File: src/rtl/sbe_pkg.sv
// Package for the stack bytecode executor: opcodes, event kinds, widths.
// No dependencies.
`timescale 1ns / 1ps
package sbe_pkg;
	localparam int STACK_DEPTH_DEF   = 64;
	localparam int NUM_VARIABLES_DEF = 2;
	localparam int NUM_DEVICES_DEF   = 16;
	localparam int PC_BITS_DEF       = 16;
	localparam int CFG_W             = 16;
	localparam int CFG_IDX_W         = 1;

	localparam logic [7:0] OP_PUSH  = 8'h01;
	localparam logic [7:0] OP_ADD   = 8'h02;
	localparam logic [7:0] OP_SUB   = 8'h03;
	localparam logic [7:0] OP_MUL   = 8'h04;
	localparam logic [7:0] OP_DIV   = 8'h05;
	localparam logic [7:0] OP_MOD   = 8'h06;
	localparam logic [7:0] OP_LOAD  = 8'h07;
	localparam logic [7:0] OP_STORE = 8'h08;
	localparam logic [7:0] OP_JMP   = 8'h09;
	localparam logic [7:0] OP_JZ    = 8'h0A;
	localparam logic [7:0] OP_JNZ   = 8'h0B;
	localparam logic [7:0] OP_PRINT = 8'h0E;
	localparam logic [7:0] OP_IORD  = 8'h0F;
	localparam logic [7:0] OP_IOWR  = 8'h10;
	localparam logic [7:0] OP_WAIT  = 8'h18;
	localparam logic [7:0] OP_HALT  = 8'hFF;

	localparam logic [CFG_IDX_W-1:0] REG_RD_MASK = 1'd0;
	localparam logic [CFG_IDX_W-1:0] REG_WR_MASK = 1'd1;

	localparam logic [2:0] EV_NONE  = 3'd0;
	localparam logic [2:0] EV_PRINT = 3'd1;
	localparam logic [2:0] EV_DRD   = 3'd2;
	localparam logic [2:0] EV_DWR   = 3'd3;
	localparam logic [2:0] EV_WAIT  = 3'd4;

	typedef struct packed {
		logic [7:0]         opcode;
		logic signed [31:0] operand;
		logic signed [31:0] device_read_data;
	} in_item_t;

	typedef struct packed {
		logic [15:0]        next_pc;
		logic               halted;
		logic [2:0]         event_kind;
		logic signed [31:0] event_value;
		logic [3:0]         event_device;
	} out_item_t;
endpackage

File: src/rtl/sbe_if.sv
// Valid/ready channel interfaces for the executor.
// Depends on sbe_pkg.
`timescale 1ns / 1ps
interface sbe_in_if;
	import sbe_pkg::*;
	logic     valid;
	logic     ready;
	in_item_t data;
	modport source (output valid, output data, input ready);
	modport sink (input valid, input data, output ready);
endinterface

interface sbe_out_if;
	import sbe_pkg::*;
	logic      valid;
	logic      ready;
	out_item_t data;
	modport source (output valid, output data, input ready);
	modport sink (input valid, input data, output ready);
endinterface

File: src/rtl/stack_bytecode_executor.sv
// Top level of the stack bytecode executor.
// Depends on sbe_pkg, sbe_if (channels) and sbe_ram (operand stack).
//
//  channel | dir | contents
//  in_ch   | in  | opcode, operand, device_read_data
//  out_ch  | out | next_pc, halted, event_kind, event_value, event_device
//  cfg     | in  | cfg_we, cfg_idx, cfg_data (read/write device masks)
//
// An item passes through these steps in order: accept in idle, read of the top entry,
// read of the second entry, execute. Multiply adds a step before execute; div/mod
// first run a 1-bit-per-cycle restoring divider, which ends early for a zero divisor.
// The registered stack RAM read port is what makes the two reads separate steps.
// Reset clears pc, depth, halt, variables and masks; no clearing pass.
// A result waits in the output register; the next item is still taken and
// read, and its execute cycle stalls until the waiting result is transferred.
`timescale 1ns / 1ps
module stack_bytecode_executor #(
	parameter int STACK_DEPTH   = sbe_pkg::STACK_DEPTH_DEF,
	parameter int NUM_VARIABLES = sbe_pkg::NUM_VARIABLES_DEF,
	parameter int NUM_DEVICES   = sbe_pkg::NUM_DEVICES_DEF,
	parameter int PC_BITS       = sbe_pkg::PC_BITS_DEF
) (
	input  logic                           clk,
	input  logic                           arst_n,
	sbe_in_if.sink                         in_ch,
	sbe_out_if.source                      out_ch,
	input  logic                           cfg_we,
	input  logic [sbe_pkg::CFG_IDX_W-1:0]  cfg_idx,
	input  logic [sbe_pkg::CFG_W-1:0]      cfg_data
);
	import sbe_pkg::*;

	localparam int AW = $clog2(STACK_DEPTH);
	localparam int DW = $clog2(STACK_DEPTH + 1);
	localparam int VW = (NUM_VARIABLES > 1) ? $clog2(NUM_VARIABLES) : 1;

	typedef enum logic [5:0] {
		ST_IDLE = 6'b000001,
		ST_RD1  = 6'b000010,
		ST_RD2  = 6'b000100,
		ST_EXEC = 6'b001000,
		ST_MUL  = 6'b010000,
		ST_DIV  = 6'b100000
	} state_t;

	state_t             state_q;
	in_item_t           item_q;
	logic [DW-1:0]      depth_q;
	logic [PC_BITS-1:0] pc_q;
	logic               halt_q;
	logic [CFG_W-1:0]   rd_mask_q, wr_mask_q;
	logic [31:0]        vars_q [NUM_VARIABLES];
	logic [31:0]        top_q;
	logic               out_valid_q;
	out_item_t          out_q;
	logic [31:0]        prod_q;
	// divider
	logic [31:0]        dq_q, dr_q, dd_q;
	logic [5:0]         dcnt_q;
	logic               dneg_q, dwant_rem_q;

	// stack RAM
	logic          ram_we;
	logic [AW-1:0] ram_waddr, ram_raddr;
	logic [31:0]   ram_wdata, ram_rdata;

	sbe_ram #(.WIDTH(32), .DEPTH(STACK_DEPTH)) u_stack (
		.clk(clk), .we(ram_we), .waddr(ram_waddr), .wdata(ram_wdata),
		.raddr(ram_raddr), .rdata(ram_rdata)
	);

	// operands: b = top, a = second; zero when absent
	logic [31:0] b_val, a_val;
	assign b_val = (depth_q >= DW'(1)) ? top_q : 32'd0;
	assign a_val = (depth_q >= DW'(2)) ? ram_rdata : 32'd0;

	always_comb begin
		ram_raddr = '0;
		if (state_q == ST_IDLE || state_q == ST_RD1) begin
			if (depth_q >= DW'(1)) ram_raddr = AW'(depth_q - DW'(1));
		end
		if (state_q == ST_RD2 || state_q == ST_EXEC || state_q == ST_MUL
			|| state_q == ST_DIV) begin
			if (depth_q >= DW'(2)) ram_raddr = AW'(depth_q - DW'(2));
		end
	end

	// execute commits once the output register is free
	logic do_exec;
	assign do_exec = (state_q == ST_EXEC) && (!out_valid_q || out_ch.ready);

	assign in_ch.ready = (state_q == ST_IDLE);
	assign out_ch.valid = out_valid_q;
	assign out_ch.data  = out_q;

	// divider helpers
	logic [31:0] abs_a, abs_b;
	assign abs_a = a_val[31] ? (32'd0 - a_val) : a_val;
	assign abs_b = b_val[31] ? (32'd0 - b_val) : b_val;
	logic [32:0] dtrial;
	assign dtrial = {dr_q, dq_q[31]} - {1'b0, dd_q};

	// execution
	logic [7:0]         op;
	logic [7:0]         vidx8;
	logic [31:0]        off;
	logic [PC_BITS-1:0] pc_n;
	logic [DW-1:0]      depth_n;
	logic               push;
	logic [31:0]        push_v;
	logic [2:0]         kind;
	logic [31:0]        ev;
	logic [3:0]         edev;
	logic               halt_n;
	logic               var_we;
	logic [31:0]        div_res;
	logic [DW-1:0]      d1;

	assign op    = item_q.opcode;
	assign vidx8 = item_q.operand[7:0];
	assign off   = {{16{item_q.operand[15]}}, item_q.operand[15:0]};
	assign d1    = (depth_q >= DW'(1)) ? depth_q - DW'(1) : depth_q;
	// zero divisor gives 0 for both div and mod
	assign div_res = (b_val == 32'd0) ? 32'd0
		: dwant_rem_q ? (dneg_q ? 32'd0 - dr_q : dr_q)
		: (dneg_q ? 32'd0 - dq_q : dq_q);

	always_comb begin
		logic [DW-1:0] d2;
		d2      = (d1 >= DW'(1)) ? d1 - DW'(1) : d1;
		pc_n    = pc_q + PC_BITS'(1);
		depth_n = depth_q;
		push    = 1'b0;
		push_v  = 32'd0;
		kind    = EV_NONE;
		ev      = 32'd0;
		edev    = 4'd0;
		halt_n  = 1'b0;
		var_we  = 1'b0;
		case (op)
			OP_PUSH: begin
				pc_n = pc_q + PC_BITS'(5); push = 1'b1; push_v = item_q.operand;
			end
			OP_ADD: begin depth_n = d2; push = 1'b1; push_v = a_val + b_val; end
			OP_SUB: begin depth_n = d2; push = 1'b1; push_v = a_val - b_val; end
			OP_MUL: begin depth_n = d2; push = 1'b1; push_v = prod_q; end
			OP_DIV, OP_MOD: begin depth_n = d2; push = 1'b1; push_v = div_res; end
			OP_LOAD: begin
				pc_n = pc_q + PC_BITS'(2);
				if (32'(vidx8) < NUM_VARIABLES) begin
					push = 1'b1; push_v = vars_q[VW'(vidx8)];
				end
			end
			OP_STORE: begin
				pc_n = pc_q + PC_BITS'(2);
				if (32'(vidx8) < NUM_VARIABLES) begin
					depth_n = d1; var_we = 1'b1;
				end
			end
			OP_JMP: pc_n = pc_q + PC_BITS'(3) + PC_BITS'(off);
			OP_JZ: begin
				depth_n = d1;
				pc_n = pc_q + PC_BITS'(3) + ((b_val == 32'd0) ? PC_BITS'(off) : '0);
			end
			OP_JNZ: begin
				depth_n = d1;
				pc_n = pc_q + PC_BITS'(3) + ((b_val != 32'd0) ? PC_BITS'(off) : '0);
			end
			OP_PRINT: begin depth_n = d1; kind = EV_PRINT; ev = b_val; end
			OP_IORD: begin
				depth_n = d1; push = 1'b1;
				if (32'(b_val[7:0]) < NUM_DEVICES && b_val[7:4] == 4'd0
					&& rd_mask_q[b_val[3:0]]) begin
					push_v = item_q.device_read_data; kind = EV_DRD;
					ev = item_q.device_read_data; edev = b_val[3:0];
				end
			end
			OP_IOWR: begin
				depth_n = d2;
				if (32'(a_val[7:0]) < NUM_DEVICES && a_val[7:4] == 4'd0
					&& wr_mask_q[a_val[3:0]]) begin
					kind = EV_DWR; ev = b_val; edev = a_val[3:0];
				end
			end
			OP_WAIT: begin
				depth_n = d1;
				if (b_val != 32'd0 && !b_val[31]) begin kind = EV_WAIT; ev = b_val; end
			end
			OP_HALT: halt_n = 1'b1;
			default: ;
		endcase
	end

	assign ram_we    = do_exec && !halt_q && push && (depth_n < DW'(STACK_DEPTH));
	assign ram_waddr = AW'(depth_n);
	assign ram_wdata = push_v;

	// registers
	always_ff @(posedge clk or negedge arst_n) begin
		if (!arst_n) begin
			state_q     <= ST_IDLE;
			depth_q     <= '0;
			pc_q        <= '0;
			halt_q      <= 1'b0;
			rd_mask_q   <= '0;
			wr_mask_q   <= '0;
			out_valid_q <= 1'b0;
			for (int i = 0; i < NUM_VARIABLES; i++) vars_q[i] <= 32'd0;
		end else begin
			if (cfg_we) begin
				if (cfg_idx == REG_RD_MASK) rd_mask_q <= cfg_data;
				if (cfg_idx == REG_WR_MASK) wr_mask_q <= cfg_data;
			end
			if (do_exec) out_valid_q <= 1'b1;
			else if (out_valid_q && out_ch.ready) out_valid_q <= 1'b0;
			case (state_q)
				ST_IDLE: if (in_ch.valid && in_ch.ready) state_q <= ST_RD1;
				ST_RD1: state_q <= ST_RD2;
				ST_RD2: begin
					if (item_q.opcode == OP_MUL) state_q <= ST_MUL;
					else if (item_q.opcode == OP_DIV || item_q.opcode == OP_MOD)
						state_q <= ST_DIV;
					else state_q <= ST_EXEC;
				end
				ST_MUL: state_q <= ST_EXEC;
				ST_DIV: if (dcnt_q == 6'd32) state_q <= ST_EXEC;
				ST_EXEC: begin
					if (do_exec) begin
						state_q <= ST_IDLE;
						if (!halt_q) begin
							pc_q    <= pc_n;
							halt_q  <= halt_n;
							depth_q <= (push && depth_n < DW'(STACK_DEPTH))
								? depth_n + DW'(1) : depth_n;
							if (var_we) vars_q[VW'(vidx8)] <= b_val;
						end
					end
				end
				default: state_q <= ST_IDLE;
			endcase
		end
	end

	// payload registers
	always_ff @(posedge clk) begin
		if (in_ch.valid && in_ch.ready) item_q <= in_ch.data;
		if (state_q == ST_RD2) top_q <= ram_rdata;
		if (state_q == ST_MUL) prod_q <= a_val * b_val;
		if (state_q == ST_RD2) begin
			dcnt_q      <= '0;
			dwant_rem_q <= (item_q.opcode == OP_MOD);
		end
		if (state_q == ST_DIV) begin
			if (dcnt_q == 6'd0) begin
				dq_q   <= abs_a;
				dr_q   <= 32'd0;
				dd_q   <= abs_b;
				dneg_q <= dwant_rem_q ? a_val[31] : (a_val[31] ^ b_val[31]);
				if (b_val == 32'd0) dcnt_q <= 6'd32;
				else dcnt_q <= 6'd1;
			end else begin
				if (!dtrial[32]) begin
					dr_q <= dtrial[31:0];
					dq_q <= {dq_q[30:0], 1'b1};
				end else begin
					dr_q <= {dr_q[30:0], dq_q[31]};
					dq_q <= {dq_q[30:0], 1'b0};
				end
				dcnt_q <= dcnt_q + 6'd1;
			end
		end
		if (do_exec) begin
			out_q.next_pc      <= 16'(halt_q ? pc_q : pc_n);
			out_q.halted       <= halt_q | halt_n;
			out_q.event_kind   <= halt_q ? EV_NONE : kind;
			out_q.event_value  <= halt_q ? 32'd0 : ev;
			out_q.event_device <= halt_q ? 4'd0 : edev;
		end
	end

	// checks
	a_no_accept_busy: assert property (@(posedge clk) disable iff (!arst_n)
		(state_q != ST_IDLE) |-> !in_ch.ready) else $error("accept while busy");
	a_depth_bound: assert property (@(posedge clk) disable iff (!arst_n)
		depth_q <= DW'(STACK_DEPTH)) else $error("stack depth overflow");
	a_halt_sticky: assert property (@(posedge clk) disable iff (!arst_n)
		halt_q |=> halt_q) else $error("halt flag cleared");
	a_exec_result: assert property (@(posedge clk) disable iff (!arst_n)
		(state_q == ST_EXEC) |=> out_valid_q) else $error("result missing");
endmodule

File: src/rtl/sbe_ram.sv
// Generic single-port-write, single-read RAM with registered read.
// No dependencies.
`timescale 1ns / 1ps
module sbe_ram #(
	parameter int WIDTH = 32,
	parameter int DEPTH = 64
) (
	input  logic                     clk,
	input  logic                     we,
	input  logic [$clog2(DEPTH)-1:0] waddr,
	input  logic [WIDTH-1:0]         wdata,
	input  logic [$clog2(DEPTH)-1:0] raddr,
	output logic [WIDTH-1:0]         rdata
);
	logic [WIDTH-1:0] mem [DEPTH];

	always_ff @(posedge clk) begin
		if (we) begin
			mem[waddr] <= wdata;
		end
		rdata <= mem[raddr];
	end
endmodule
File: src/flat_wrapper.sv
// flat-port wrapper written by rule: the top's interface ports become plain ports
module stack_bytecode_executor_flat import sbe_pkg::*;
#(
	parameter int STACK_DEPTH   = sbe_pkg::STACK_DEPTH_DEF,
	parameter int NUM_VARIABLES = sbe_pkg::NUM_VARIABLES_DEF,
	parameter int NUM_DEVICES   = sbe_pkg::NUM_DEVICES_DEF,
	parameter int PC_BITS       = sbe_pkg::PC_BITS_DEF
)
  (clk, arst_n, cfg_we, cfg_idx, cfg_data, in_ch_valid, in_ch_data, in_ch_ready, out_ch_valid, out_ch_data, out_ch_ready);
  sbe_in_if in_ch_i ();
  sbe_out_if out_ch_i ();
  input  logic clk;
  input  logic arst_n;
  input  logic cfg_we;
  input  logic [sbe_pkg::CFG_IDX_W-1:0] cfg_idx;
  input  logic [sbe_pkg::CFG_W-1:0] cfg_data;
  input wire logic [$bits(in_ch_i.valid)-1:0] in_ch_valid;
  input wire logic [$bits(in_ch_i.data)-1:0] in_ch_data;
  output wire logic [$bits(in_ch_i.ready)-1:0] in_ch_ready;
  output wire logic [$bits(out_ch_i.valid)-1:0] out_ch_valid;
  output wire logic [$bits(out_ch_i.data)-1:0] out_ch_data;
  input wire logic [$bits(out_ch_i.ready)-1:0] out_ch_ready;
  assign in_ch_i.valid = in_ch_valid;
  assign in_ch_i.data = in_ch_data;
  assign in_ch_ready = in_ch_i.ready;
  assign out_ch_valid = out_ch_i.valid;
  assign out_ch_data = out_ch_i.data;
  assign out_ch_i.ready = out_ch_ready;
  stack_bytecode_executor #(.STACK_DEPTH(STACK_DEPTH), .NUM_VARIABLES(NUM_VARIABLES), .NUM_DEVICES(NUM_DEVICES), .PC_BITS(PC_BITS)) u_core (.clk(clk), .arst_n(arst_n), .in_ch(in_ch_i), .out_ch(out_ch_i), .cfg_we(cfg_we), .cfg_idx(cfg_idx), .cfg_data(cfg_data));
endmodule
File: config.mk
export PLATFORM = sky130hd
export DESIGN_NAME = stack_bytecode_executor_flat
export DESIGN_NICKNAME = d
export VERILOG_FILES = /design/src/rtl/sbe_pkg.sv /design/src/rtl/sbe_if.sv /design/src/rtl/stack_bytecode_executor.sv /design/src/rtl/sbe_ram.sv /design/src/flat_wrapper.sv
export SDC_FILE = /design/constraint.sdc
export NUM_CORES = 2
export LEC_CHECK = 0
export BUFFER_PORTS_ARGS = -buffer_cell sky130_fd_sc_hd__buf_4
export CAP_MARGIN = 20
export CORE_MARGIN = 1
export CORE_UTILIZATION = 45
export DETAILED_ROUTE_END_ITERATION = 8
export PLACE_DENSITY = 0.65
export RECOVER_POWER = 25
export SKIP_LAST_GASP = 1
export SLEW_MARGIN = 30
export SYNTH_ARGS = -nofsm -noshare
export SYNTH_HDL_FRONTEND = slang
export SYNTH_HIERARCHICAL = 1
export SYNTH_SLANG_ARGS = --single-unit
export TNS_END_PERCENT = 5
File: constraint.sdc
create_clock -name clk -period 13.35 [get_ports clk]
set_input_delay 3.3375 -clock clk [delete_from_list [all_inputs] [get_ports clk]]
set_output_delay 3.3375 -clock clk [all_outputs]
set_load 0.02 [all_outputs]
# Word-level counts from Yosys, hierarchy flattened
# Memories as Yosys holds them, arrays and structs flattened. A register that Yosys moved wholly into a read port is not among the register bits.
# Cells that the tools add are included.
# totals
regBits	423
mem_bits_rw	2048
in_bits	94
out_inout_bits	58
wordCells	197
memories	1
# classes
add_sub_neg	19
n_mul	1
magnitude_cmp	11
n_eq_ne	26
muxes	67
n_bitwise	5
n_reduce_logical	41
# memory_table
memory	depth	word_bits	read_ports	rd_clocked_by_memory_dff	wr	line_no	rtl
u_core.u_stack.mem	64	32	1	1	1	sbe_ram.sv:15	logic [WIDTH-1:0] mem [DEPTH];
# ops
op	n
$mux W32	17
$pmux W32 S7	1
$pmux W32 S4	1
$sub A1 B32 Y32 const A	4
$pmux W16 S5	1
$mux W6	13
$bwmux W64	1
$add A16 B16 Y16	3
$eq A8 B4 Y1 const B	6
$mux W16	3
$pmux W6 S6	1
$sub A33 B32 Y33	1
$add A16 B2 Y16 const B	2
$add A32 B32 Y32	1
$demux W32 S1	1
$eq A8 B3 Y1 const B	4
$logic_not A32 Y1	1
$mul A32 B32 Y32	1
$reduce_bool A32 Y1	1
$sub A32 B32 Y32	1
$mux W31	1
$mux W7	4
$pmux W7 S3	1
$add A16 B1 Y16 const B	1
other kinds (50)	99

# Longest topological paths before layout
# logic_depth
word_depth	9
mapped_depth	39
ltp_nobuf	32

# By module
# The synthesis kept the hierarchy.
# modules_own_cells
mod	instances	cells_each	area_per_inst_um2	seq_area_each_um2
sbe_ram	1	3324	78515.3	62139.6
stack_bytecode_executor	1	4595	42130.4	12067.8

# Worst setup path after synthesis
# OpenSTA, ideal clock, no wires.
# synth_path
path_kind	reg-to-reg
start	reg u_core.depth_q[2]
end	mem u_core.u_stack.mem[0][29] (data pin)
arrival_time_ps	9422
setup_slack_ps	2919
stages_incl_launch_ff	27
period_less_slack_ps	10431
cell_sequence	dfrtp_1 > buf_1 > inv_1 > ha_1 > or3b_1 > buf_2 > nor3_2 > inv_2 > and2_1 > clkbuf_1 > inv_1 > buf_1 > ha_1 > o21ai_1 > a21oi_1 > o21ai_0 > and2_1 > xnor2_1 > ha_1 > and4_1 > and2_1 > nand2_1 > o211ai_1 > a21oi_1 > o21ai_0 > nand3_1 > o311ai_0
# synth_between
elab_chain_cells	7
# synth_lines
item	line_no	rtl
start, declared	stack_bytecode_executor.sv:48	logic [DW-1:0] depth_q;
start signal, assigned	stack_bytecode_executor.sv:233	depth_q <= (push && depth_n < DW'(STACK_DEPTH))
parallel branches: the longest is 6 deep, another holds $sub A32 B32 Y32	n/a	
$pmux W32 S7 (*)	stack_bytecode_executor.sv:140	case (op)
net u_core.push_v[29]	stack_bytecode_executor.sv:110	logic [31:0] push_v;
end, declared	sbe_ram.sv:15	
# Mark *: on every way through the listed nets, which the timed path passes. The select of a mux whose other input is x is not followed.

# Worst setup path in the final report
# layout_path
start	reg u_core.depth_q[2]
end	mem u_core.u_stack.mem[33][28] (data pin)
# Same word-level chain as after synthesis.

==> impl_metrics.csv <==
group,metric,value,unit
setup_path,startpoint_type,"register",
global_routing,grt_pass1_wl,517.0,mm
floorplanning,fp.dieH,519.8,microns
floorplanning,dieArea,270200,sq um
setup_path,critPathKind,"reg -> reg",
yosys,asyncSetResetFlopFracSynth,5.074,%
timing,setup_slack,1755,ps
clock_network,cts.repair_timing.setup_buffer_count,0,
setup_path,critical_path_peak_fanout,64,
timing,finalSetupTns,0,ps
place,place_worst_setup_slack,3387,ps
yosys,netlist_instances,7919,
clock_network,holdBufCountCts,0,
yosys,area_share_of_the_leading_cell_type_in_the_synthesized_netlist,58.34,%
detailed_routing,detail_route.first_pass.iterations,6,
yosys,synthDistinctLibCells,96,
yosys,synth_top_cells_by_area,"edfxtp_1 58%, mux4_2 10%, fa_1 6.8%, dfrtp_1 2.6%, ha_1 2.3%",
yosys,dominant_cell_type_by_area_after_synthesis,"edfxtp_1",
detailed_routing,route.detailed.drc,0,
setup_path,critPathTopFamily,"buffers and inverters",
layout,layout.nets,8858,
setup_path,crit_required,13870,ps
timing,finalClockSkew,98.58,ps
clock_network,deepest_level_of_the_cts_h_tree,5,
timing,fmax,86.24,MHz
setup_path,cp_slowest_stage_delay,750,ps
floorplanning,placementRows,189,
timing,unrepaired_setup_endpoints_after_global_routing,"no",
clock_network,cts-resized-gates,0,
timing,timing_max_transition_violations_final,1542,
clock_network,worst_setup_hold_path_clk_slew,60,ps
setup_path,crit_path_top_delay_cell,"clkbuf_1",
detailed_routing,via_count,72940,
worst_hold_path,hold_path.startpoint,"u_core/vars_q[59]",
timing,min_period_over_period,86.86,%
yosys,synthesis.area_per_instance,15.23,sq um
clock_network,ctsRootBufferMaster,"clkbuf_16",
detailed_routing,vias_per_cell,6.145,
place,hpwlAfterDp,229.5,mm
detailed_routing,detail_route.wl_per_cell,30.38,microns
detailed_routing,routed-wl-met2,163.8,mm
job,maxCapViolations,41,
yosys,synth_seq_cells,2503,
setup_path,critical_path_arrival,12120,ps
yosys,yosys_warnings,6,
detailed_routing,drt_iter0_drc,8917,
layout,flow.area_growth_from_synthesis,11.96,%
clock_network,tritoncts_clock_tree,"yes",
outcome,run_status,"finished, violations left",
detailed_routing,antenna_left,0,
detailed_routing,maxUsedRoutingLayer,"met5",
setup_path,timing.critical_path.to_type,"register",
place,buffer_ports.inserted,151,
timing,tightestPinTransition,3903,ps
timing,final-hold-violation-count,0,
global_routing,global_route.usage.total,26.55,%
floorplanning,initial_standard_cell_utilization_of_the_core,45.39,%
layout,drive_gt1_share,16.29,%
yosys,synth_edf_count,2344,
timing,slew_headroom,-160.2,%
place,gp_congestion,0.9823,
yosys,mappedNetlistNets,8646,
global_routing,antenna_found_initial,11,
clock_network,cts_max_path_buffers,4,
detailed_routing,detail_route.wirelength.met1,142.1,mm
layout,fillerInstances,21900,
clock_network,number_of_cts_inserted_buffers,271,
detailed_routing,met3_wl,37.49,mm
global_routing,number_of_global_route_vias_before_repair,71980,
layout,final_cell_count_no_fill,11870,
global_routing,grt_max_degree,131,
yosys,netlist_area,120600,sq um
timing,timing.final.crit_period,11600,ps
yosys,yosysSeqAreaShare,61.51,%
global_routing,grt_remaining_overflow,0,
detailed_routing,wl,360.6,mm
timing,setup_violations,0,
floorplanning,core_area,265800,sq um
floorplanning,chipWidth,519.8,microns
clock_network,insertion_delay,880,ps
yosys,main_flop_type_after_synthesis,"edfxtp_1",
worst_hold_path,hold_crit_class,"reg -> reg",
clock_network,cts_sinks,2503,
setup_path,critPathBufInv,7,
setup_path,worst_r2r_startpoint,"u_core/depth_q[2]",
place,dp.cells,11390,
floorplanning,ioPinCount,152,
setup_path,timing.critical_path.from,"u_core/depth_q[2]",
outcome,violated_checks,"max-capacitance violations, max-slew violations",
[placed cells by master, fill, tap and decap left out, types with 32 or more instances in the layout]
master | synthesis | routed
a21o_1 | 50 | 49
a21oi_1 | 213 | 213
a221oi_1 | 33 | 32
a22oi_1 | 47 | 46
and2_1 | 55 | 51
buf_4 | 25 | 169
clkbuf_1 | 278 | 171
clkbuf_16 | 0 | 281
clkbuf_4 | 0 | 68
clkinv_1 | 12 | 60
clkinv_2 | 0 | 39
dfrtp_1 | 126 | 126
dfxtp_1 | 32 | 32
edfxtp_1 | 2344 | 2344
fa_1 | 411 | 411
ha_1 | 222 | 222
inv_1 | 502 | 504
mux2_2 | 42 | 42
mux2i_1 | 160 | 160
mux4_2 | 546 | 546
nand2_1 | 651 | 648
nand2b_1 | 52 | 51
nand3_1 | 49 | 48
nor2_1 | 636 | 577
nor2_4 | 0 | 57
nor2b_1 | 39 | 37
nor3_1 | 48 | 45
o21ai_0 | 259 | 245
o221ai_1 | 32 | 32
o22ai_1 | 100 | 97
o31ai_1 | 47 | 46
or3_1 | 41 | 41
xnor2_1 | 200 | 200
xor2_1 | 119 | 119
[state kept, by name, summed over array words and instances, names as in the netlist, 6 cells and up]
| signal | flops |
|---|---|
| u_core/out_ch.data | 56 |
| u_core/pc_q | 16 |
| u_core/state_q | 6 |
| u_core/dcnt_q | 6 |
| u_core/wr_mask_q | 16 |
| u_core/item_q | 64 |
| u_core/depth_q | 7 |
| u_core/rd_mask_q | 16 |
| u_core/dr_q | 32 |
| u_core/vars_q | 64 |
| u_core/u_stack/rdata | 32 |
| u_core/top_q | 32 |
| u_core/dd_q | 32 |
| u_core/dq_q | 32 |
| u_core/u_stack/mem | 2048 |
| u_core/prod_q | 32 |
| u_core/op | 8 |
[stage by stage]
step / utilization, % / cell area, sq um / hold slack (ps)
2_1_floorplan: - / 120600 / 406.4
3_3_place_gp: 47.74 / 126900 / 456.5
3_5_place_dp: 47.77 / 127000 / 469.0
4_1_cts: 50.99 / 135500 / 481.5
5_1_grt: 50.81 / 135100 / 507.1
6_report: 50.82 / 135100 / 479.7
[per-layer routing]
metal  up-vias  track usage, %
li1      30100               -
met1     37840           36.93
met2      4233           40.95
met3       753           5.315
met4         8           10.95
met5         -               0
[final cells by class]
| class | instances | area (sq um) | share of cell area (%) |
|---|---|---|---|
| diodes | 6 | 15.01 | 0.01112 |
| clock buffers | 341 | 7287 | 5.395 |
| repair buffers | 362 | 2396 | 1.774 |
| flip-flops and latches | 2503 | 74210 | 54.94 |
| inverters | 520 | 1953 | 1.446 |
| well taps | 3533 | 4420 | 3.273 |
| clock inverters | 131 | 1290 | 0.9550 |
| multi-input cells | 4473 | 43500 | 32.21 |
[final timing paths]
path | endpoint | slack, ps | cells past startpoint
worst max-delay path | u_core/u_stack/mem[33][28] | 1750 | 26
worst min-delay path | u_core/vars_q[59] | 480 | 2
worst max register to register | u_core/u_stack/mem[33][28] | 1750 | 26
worst min register to register | u_core/vars_q[59] | 480 | 2
max in group asynchronous | u_core/depth_q[5] | 5960 | 2
min in group asynchronous | u_core/vars_q[39] | 3380 | 1
[synth_stat cells, drive strengths merged (19+ instances only)]
cell,count
a221oi,33
xnor2,200
a31oi,26
mux2i,160
or3,41
fa,411
o31ai,48
nand2,653
dfrtp,126
and3,24
nand2b,52
a21oi,214
a211oi,25
mux2,42
and2,59
o211ai,19
nor3,49
o21a,21
a22oi,47
o22ai,100
a22o,29
clkbuf,278
edfxtp,2344
o221ai,32
inv,507
or4,25
nor2,636
nand4,20
nor2b,39
buf,145
nand3,49
a21o,50
xor2,119
o21ai,264
dfxtp,32
ha,222
mux4,546
[kinds of logic (layout without fill, tap and decap cells)]
group,Yosys count,count (layout),share of synthesized area [%]
other,0,6,0
buffers and inverters,943,1354,3.152
adders and majority gates,633,633,9.122
xor gates and xnor gates,319,319,2.316
muxes,748,748,11.91
and+or+nand+nor,1722,1722,6.258
AOI/OAI and AO/OA,1051,1051,5.732
DFF,2503,2503,61.51
[worst register-to-register path, stage by stage, from the launching register on]
cell	delay, ps
dfrtp_1	540
inv_1	210
ha_1	240
or3b_1	460
nor3_1	280
inv_1	710
and2_1	510
clkbuf_1	750
inv_1	740
clkbuf_1	610
ha_1	430
o21ai_0	130
buf_4	310
a21oi_1	390
o21ai_0	440
and2_1	450
xnor2_1	340
ha_1	370
a21o_1	190
a21o_1	220
a221oi_1	560
nor2b_1	100
a311oi_1	660
o21ai_0	210
mux2_2	300
o211ai_1	320
buf_4	670
Power is not shown: default switching activity piles up to over one toggle a cycle in this logic, so the estimate is an artifact.
